`config.mk`:
```
export PLATFORM = sky130hd
export DESIGN_NAME = polynomial_evaluator
export DESIGN_NICKNAME = d
export VERILOG_FILES = /design/src/hw/rtl/polyev_pkg.sv /design/src/hw/rtl/polynomial_evaluator.sv /design/src/hw/rtl/polyev_ram.sv
export SDC_FILE = /design/constraint.sdc
export NUM_CORES = 2
export LEC_CHECK = 0
export BUFFER_PORTS_ARGS = -buffer_cell sky130_fd_sc_hd__buf_2
export CORE_ASPECT_RATIO = 1.4
export CORE_MARGIN = 3
export CORE_UTILIZATION = 55
export CTS_CLUSTER_DIAMETER = 120
export DETAILED_ROUTE_END_ITERATION = 10
export PLACE_DENSITY = 0.79
export REMOVE_ABC_BUFFERS = 1
export SKIP_LAST_GASP = 1
export SLEW_MARGIN = 20
export SYNTH_ARGS = -nofsm -noshare
export SYNTH_HDL_FRONTEND = slang
export SYNTH_SLANG_ARGS = --single-unit
```
`constraint.sdc`:
```
create_clock -name clk -period 15.3 [get_ports clk]
set_clock_uncertainty 0.05 [all_clocks]
set_input_delay 0.765 -clock clk [delete_from_list [all_inputs] [get_ports clk]]
set_output_delay 0.765 -clock clk [all_outputs]
set_load 0.005 [all_outputs]
```
`src/hw/rtl/polyev_pkg.sv`:
```
// ----------------------------------------------------------------------------
// Polynomial evaluator package
// Widths, request codes and defaults that the evaluator uses.
// ----------------------------------------------------------------------------
package polyev_pkg;

	// Default number of coefficient entries (powers 0 to MAX_TERMS-1).
	localparam int MAX_TERMS_DEF = 16;

	// Signed Q16.16 word width.
	localparam int Q_W = 32;

	// Field widths of the request and configuration beats.
	localparam int IDX_W = 4;
	localparam int DEG_W = 4;

	// Width that holds any index or table size up to 256 without loss.
	localparam int IDX_EXT_W = 9;

	// Request type codes.
	localparam logic REQ_WRITE = 1'b0;
	localparam logic REQ_EVAL  = 1'b1;

endpackage

```
`src/hw/rtl/polynomial_evaluator.sv`:
```
// ----------------------------------------------------------------------------
// Polynomial evaluator
// Evaluates a stored polynomial in signed Q16.16 by Horner's rule.
// ----------------------------------------------------------------------------
// Usage:
// A request beat on the input channel (in_valid / in_stall) either writes one
// coefficient (req_type write: coef_index, coef_value) or evaluates the
// polynomial at x_value (req_type evaluate). Every request gives exactly one
// result beat on the output channel (out_valid / out_stall): poly_value and
// overflow, both zero for a write.
// The degree register is written through the configuration channel
// (cfg_valid / cfg_ready / cfg_data); the user must write it only while no
// request is in flight, which the block itself does not enforce. An evaluation
// uses one shared 32x32 multiplier and one rounding adder once per power, each
// Horner step taking a multiply state and an add state, after one coefficient
// read at the start. One request is worked on at a time; in_stall is high
// until the result has moved into the output register.
// Reset clears the degree to zero and empties the output register; the
// coefficient table is not cleared and must be written before it is used.
// While the receiver stalls, the result beat holds in the output register.
// ----------------------------------------------------------------------------
module polynomial_evaluator #(
	parameter int MAX_TERMS = polyev_pkg::MAX_TERMS_DEF
) (
	input  logic                             clk,
	input  logic                             arst_n,

	// Configuration channel.
	input  logic                             cfg_valid,
	output logic                             cfg_ready,
	input  logic [polyev_pkg::DEG_W-1:0]     cfg_data,

	// Request channel.
	input  logic                             in_valid,
	output logic                             in_stall,
	input  logic                             req_type,
	input  logic [polyev_pkg::IDX_W-1:0]     coef_index,
	input  logic signed [polyev_pkg::Q_W-1:0] coef_value,
	input  logic signed [polyev_pkg::Q_W-1:0] x_value,

	// Result channel.
	output logic                             out_valid,
	input  logic                             out_stall,
	output logic signed [polyev_pkg::Q_W-1:0] poly_value,
	output logic                             overflow
);

	localparam int AW    = $clog2(MAX_TERMS);
	localparam int QW    = polyev_pkg::Q_W;
	localparam int EW    = polyev_pkg::IDX_EXT_W;
	localparam int PW    = 2 * QW;
	localparam int RW    = PW - 16;
	localparam int SW    = RW + 1;

	// Sequencer state codes.
	localparam logic [2:0] ST_IDLE = 3'd0;
	localparam logic [2:0] ST_LOAD = 3'd1;
	localparam logic [2:0] ST_MUL  = 3'd2;
	localparam logic [2:0] ST_ADD  = 3'd3;
	localparam logic [2:0] ST_FIN  = 3'd4;

	logic [2:0]                  state_q;
	logic [polyev_pkg::DEG_W-1:0] degree_q;
	logic [AW-1:0]               cnt_q;
	logic signed [QW-1:0]        x_q;
	logic signed [QW-1:0]        acc_q;
	logic                        ovf_q;
	logic signed [PW-1:0]        prod_s1;
	logic                        out_valid_q;
	logic signed [QW-1:0]        out_value_q;
	logic                        out_ovf_q;

	logic                        in_take;
	logic                        out_free;
	logic [EW-1:0]               idx_ext;
	logic [EW-1:0]               deg_ext;
	logic [EW-1:0]               top_ext;
	logic [AW-1:0]               top_idx;
	logic                        wr_en;
	logic                        rd_en;
	logic [AW-1:0]               rd_addr;
	logic [QW-1:0]               rd_data;
	logic signed [PW-1:0]        prod_rnd;
	logic signed [RW-1:0]        rnd_val;
	logic signed [SW-1:0]        sum_val;
	logic signed [QW-1:0]        sat_val;
	logic                        sat_hit;

	// Handshakes.
	assign cfg_ready = 1'b1;
	assign in_stall  = (state_q != ST_IDLE);
	assign in_take   = in_valid && !in_stall;
	assign out_free  = !out_valid_q || !out_stall;

	// Index widened and degree clamped to the last table entry.
	assign idx_ext = EW'(coef_index);
	assign deg_ext = EW'(degree_q);
	assign top_ext = (deg_ext >= EW'(MAX_TERMS)) ? EW'(MAX_TERMS - 1) : deg_ext;
	assign top_idx = top_ext[AW-1:0];

	// Coefficient table access: writes on accepted in-range write beats, reads as sequenced.
	assign wr_en = in_take && (req_type == polyev_pkg::REQ_WRITE)
		&& (idx_ext < EW'(MAX_TERMS));

	always_comb begin
		rd_en   = 1'b0;
		rd_addr = top_idx;
		if (in_take && (req_type == polyev_pkg::REQ_EVAL)) begin
			rd_en   = 1'b1;
			rd_addr = top_idx;
		end else if ((state_q == ST_LOAD || state_q == ST_ADD) && (cnt_q != '0)) begin
			rd_en   = 1'b1;
			rd_addr = cnt_q - AW'(1);
		end
	end

	polyev_ram #(
		.WIDTH (QW),
		.DEPTH (MAX_TERMS)
	) u_coef_ram (
		.clk     (clk),
		.wr_en   (wr_en),
		.wr_addr (idx_ext[AW-1:0]),
		.wr_data (coef_value),
		.rd_en   (rd_en),
		.rd_addr (rd_addr),
		.rd_data (rd_data)
	);

	// Round the Q32.32 product half up to Q16.16, add the coefficient and saturate.
	assign prod_rnd = prod_s1 + PW'(32768);
	assign rnd_val  = prod_rnd[PW-1:16];
	assign sum_val  = SW'(rnd_val) + SW'($signed(rd_data));

	always_comb begin
		sat_hit = 1'b0;
		sat_val = sum_val[QW-1:0];
		if (sum_val > SW'(signed'({1'b0, {(QW-1){1'b1}}}))) begin
			sat_hit = 1'b1;
			sat_val = {1'b0, {(QW-1){1'b1}}};
		end else if (sum_val < SW'(signed'({1'b1, {(QW-1){1'b0}}}))) begin
			sat_hit = 1'b1;
			sat_val = {1'b1, {(QW-1){1'b0}}};
		end
	end

	// Sequencer and control state.
	always_ff @(posedge clk or negedge arst_n) begin
		if (!arst_n) begin
			state_q     <= ST_IDLE;
			degree_q    <= '0;
			out_valid_q <= 1'b0;
		end else begin
			if (cfg_valid && cfg_ready) begin
				degree_q <= cfg_data;
			end
			// The output register fills from the sequencer and empties on an accepted beat.
			if (state_q == ST_FIN && out_free) begin
				out_valid_q <= 1'b1;
			end else if (out_valid_q && !out_stall) begin
				out_valid_q <= 1'b0;
			end
			unique case (state_q)
				ST_IDLE: begin
					if (in_take) begin
						state_q <= (req_type == polyev_pkg::REQ_EVAL) ? ST_LOAD : ST_FIN;
					end
				end
				ST_LOAD: begin
					state_q <= (cnt_q == '0) ? ST_FIN : ST_MUL;
				end
				ST_MUL: begin
					state_q <= ST_ADD;
				end
				ST_ADD: begin
					state_q <= (cnt_q == '0) ? ST_FIN : ST_MUL;
				end
				ST_FIN: begin
					if (out_free) begin
						state_q <= ST_IDLE;
					end
				end
				default: begin
					state_q <= ST_IDLE;
				end
			endcase
		end
	end

	// Datapath registers: accumulator, counter, product and result beat.
	always_ff @(posedge clk) begin
		prod_s1 <= acc_q * x_q;
		case (state_q)
			ST_IDLE: begin
				if (in_take) begin
					cnt_q <= top_idx;
					x_q   <= x_value;
					acc_q <= '0;
					ovf_q <= 1'b0;
				end
			end
			ST_LOAD: begin
				acc_q <= rd_data;
				if (cnt_q != '0) begin
					cnt_q <= cnt_q - AW'(1);
				end
			end
			ST_ADD: begin
				acc_q <= sat_val;
				ovf_q <= ovf_q | sat_hit;
				if (cnt_q != '0) begin
					cnt_q <= cnt_q - AW'(1);
				end
			end
			ST_FIN: begin
				if (out_free) begin
					out_value_q <= acc_q;
					out_ovf_q   <= ovf_q;
				end
			end
			default: begin
			end
		endcase
	end

	assign out_valid  = out_valid_q;
	assign poly_value = out_value_q;
	assign overflow   = out_ovf_q;

endmodule

```
`src/hw/rtl/polyev_ram.sv`:
```
// ----------------------------------------------------------------------------
// Generic single-port-write RAM
// One write port and one read port, with the read data registered.
// ----------------------------------------------------------------------------
module polyev_ram #(
	parameter int WIDTH = 32,
	parameter int DEPTH = 16
) (
	input  logic                     clk,
	input  logic                     wr_en,
	input  logic [$clog2(DEPTH)-1:0] wr_addr,
	input  logic [WIDTH-1:0]         wr_data,
	input  logic                     rd_en,
	input  logic [$clog2(DEPTH)-1:0] rd_addr,
	output logic [WIDTH-1:0]         rd_data
);

	logic [WIDTH-1:0] mem_q [DEPTH];
	logic [WIDTH-1:0] rd_data_q;

	// Storage write and registered read; the read data holds when no read is issued.
	always_ff @(posedge clk) begin
		if (wr_en) begin
			mem_q[wr_addr] <= wr_data;
		end
		if (rd_en) begin
			rd_data_q <= mem_q[rd_addr];
		end
	end

	assign rd_data = rd_data_q;

endmodule
```
==> results.ini <==
[grt]
grt_first_pass_wirelength_um=253000
grt_max_degree=113
antenna_found_initial=16
grt_pass1_vias=46400
grt_usage=0.273
grt.overflow.total=0

[yosys]
synthSimpleGateAreaFrac=0.112
synth_seq_cells=703
synth.most_common_cell=fa_1
ys.flop_type=edfxtp_1
synth_mux_area_frac=0.0514
avgSynthCellArea_um2=11.8
yosysWarnings=0
synthesis.area_mm2=0.0646
synthCells=5472
yosysTopAreaCell=fa_1
synth_cell_types=88
ys_seq_area_frac=0.318
synth_top_area_share=0.335
synthTopCellsByArea=fa_1, edfxtp_1, inv_1, and2_1, mux4_2
yosys-top-cells-count=fa_1, inv_1, edfxtp_1
synth_xor_area_frac=0.0196
synth_edf_count=646
async_reset_ff_frac=0.0114
synth-compound-area-share=0.0427
yosys.area_share.adder=0.380
synth_top_family_by_area=adder cells

[floorplan]
start_util=0.555
row_count=148
die_h_um=412
die_area_mm2=0.122
num_io_pins=114
dieWidth_um=296
core_area_mm2=0.116

[critical_path]
r2r_cells=22
critPathCaptureType=flop
path_cells=and2_1, ha_1, fa_1, inv_1, fa_1, fa_1, fa_1, inv_1, fa_1, fa_1, fa_1, ha_1, and3_1, nand4_1, a211oi_1, o21ai_0, and4_1, nor2_1, a41oi_1, o31ai_1, a21oi_1, xnor2_1
worst-path-max-fanout=31
timing.rr.end=prod_s1[63]
cpPeakStageDelay_ps=1120
critPathLaunchType=flop
slowest_stage=edfxtp_1
crit_top_cell=fa_1
crit_required_ps=15780
critPathKind=flop to flop
startpoint=x_q[0]
arrival_ps=9300
reg2reg_from=x_q[0]
rrSetupSlack_ps=6490
crit_path_end=prod_s1[63]

[cts]
cts_resized=0
clock_path_buffers=3
postCtsSetupRepairBufs=0
cts.sinks=703
cts_tree=built
cts_root_buf=clkbuf_16
clk_latency_ps=690
hold_buffers=1
numCtsBuffers=71
clkSlewWorstSetupHoldPaths_ps=70
htreeDepth=3

[final_layout]
layout-drive-gt1-share=0.0913
multi_input_area_mm2=0.0394
fill_cells=8989
final_area_mm2=0.0694
stdcell_count=7054
area_growth_pct=7.38
final_nets=6875
seq_area_mm2=0.0206

[placement]
placed_cells=6909
place_area_mm2=0.0669
routabilityCongestion=0.905
io_buffers=112
dp_hpwl_um=113000

[timing]
max_slew_margin=0.227
worstMarginPinSlew_ps=1160
period_share=0.576
slew_violations=0
timing.fmax_mhz=113
setup_viol=0
rsz0062_at_grt=no
hold_viol=0
fin_crit_ps=8810
fin_tns_setup_ps=0

[routing]
antenna_left=0
via_per_inst=5.84
routedWlPerCell_um=22.5
dr.pass1.iters=5
vias=41200
post-route-drc-count=0
wl_um=159000
drt_iter0_drc=2903

[status]
status=finished, final reports clean

[min_path]
worstHoldStart=x_value[4]
hold_class=primary input to flop

[flow_run]
cap_violations=0

## cell type report
class	instances	area share
well taps	1500	0.0270
inverters	1016	0.0549
diodes	12	0.000433
clock inverters	48	0.00881
flip-flops and latches	703	0.296
clock buffers	82	0.0265
multi-input cells	3485	0.567
repair buffers	208	0.0189
## state kept, by name, indices dropped and copies added, names as in the netlist, 3 cells and up
name                cells
acc_q                  32
cnt_q                   4
degree_q                4
poly_value             32
prod_s1                49
state_q                 3
u_coef_ram.mem_q      512
u_coef_ram.rd_data     32
x_q                    32
## how the worst min path moves through the flow
stage	to	slack, ps	depth (start not counted)
after floorplan	overflow	380	0
after global placement	overflow	420	0
after global routing	x_q[1]	170	1
after CTS	x_q[4]	150	1
final	x_q[4]	200	1
after detailed placement	overflow	420	0
## metal layers
| layer | track usage | share of wire | routed length (µm) |
|---|---|---|---|
| met2 | 0.497 | 0.54 | 85500 |
| met3 | 0.0430 | 0.065 | 10400 |
| met4 | 0.146 | 0.059 | 9340 |
| met5 | 0 | 0.00035 | 55 |
| met1 | 0.305 | 0.34 | 53400 |
## cells in the final DEF (no fill, tap or decap), types with 33 or more instances in the layout
cell type	count
xnor2_1	102
buf_2	112
inv_1	1014
a221o_1	33
o21ai_0	51
a21oi_1	131
dfxtp_1	49
nor2b_1	46
mux2i_1	37
nand3_1	40
mux4_2	128
fa_1	1081
nor2_1	99
ha_1	230
edfxtp_1	646
clkbuf_16	71
a21o_1	33
a211oi_1	46
nand2_1	602
xor2_1	43
and2_1	497
buf_4	92
## logic make-up after synthesis
| group | after synthesis |
|---|---|
| buffers and inverters | 1284 |
| adders and majority gates | 1312 |
| DFF | 703 |
| AOI/OAI and AO/OA | 407 |
| xor gates and xnor gates | 145 |
| muxes | 171 |
| other | 1 |
| and+or+nand+nor | 1449 |
## critical path: cells and delay by family, from the launching register on
kind	cells	cell delay, ps
AOI/OAI and AO/OA	5	1910
DFF	1	1120
buffers and inverters	2	110
and+or+nand+nor	5	1210
adders and majority gates	9	4110
xor gates and xnor gates	1	130
## through the flow
step	utilization	hold slack (ps)	worst slack, ps
after floorplan	-	376	1140
after global placement	0.574	418	6230
after detailed placement	0.574	419	6120
after CTS	0.595	151	6020
after global routing	0.596	168	6200
final	0.596	197	6490
Power is not shown: default switching activity piles up to over one toggle a cycle in this logic, so the estimate is an artifact.
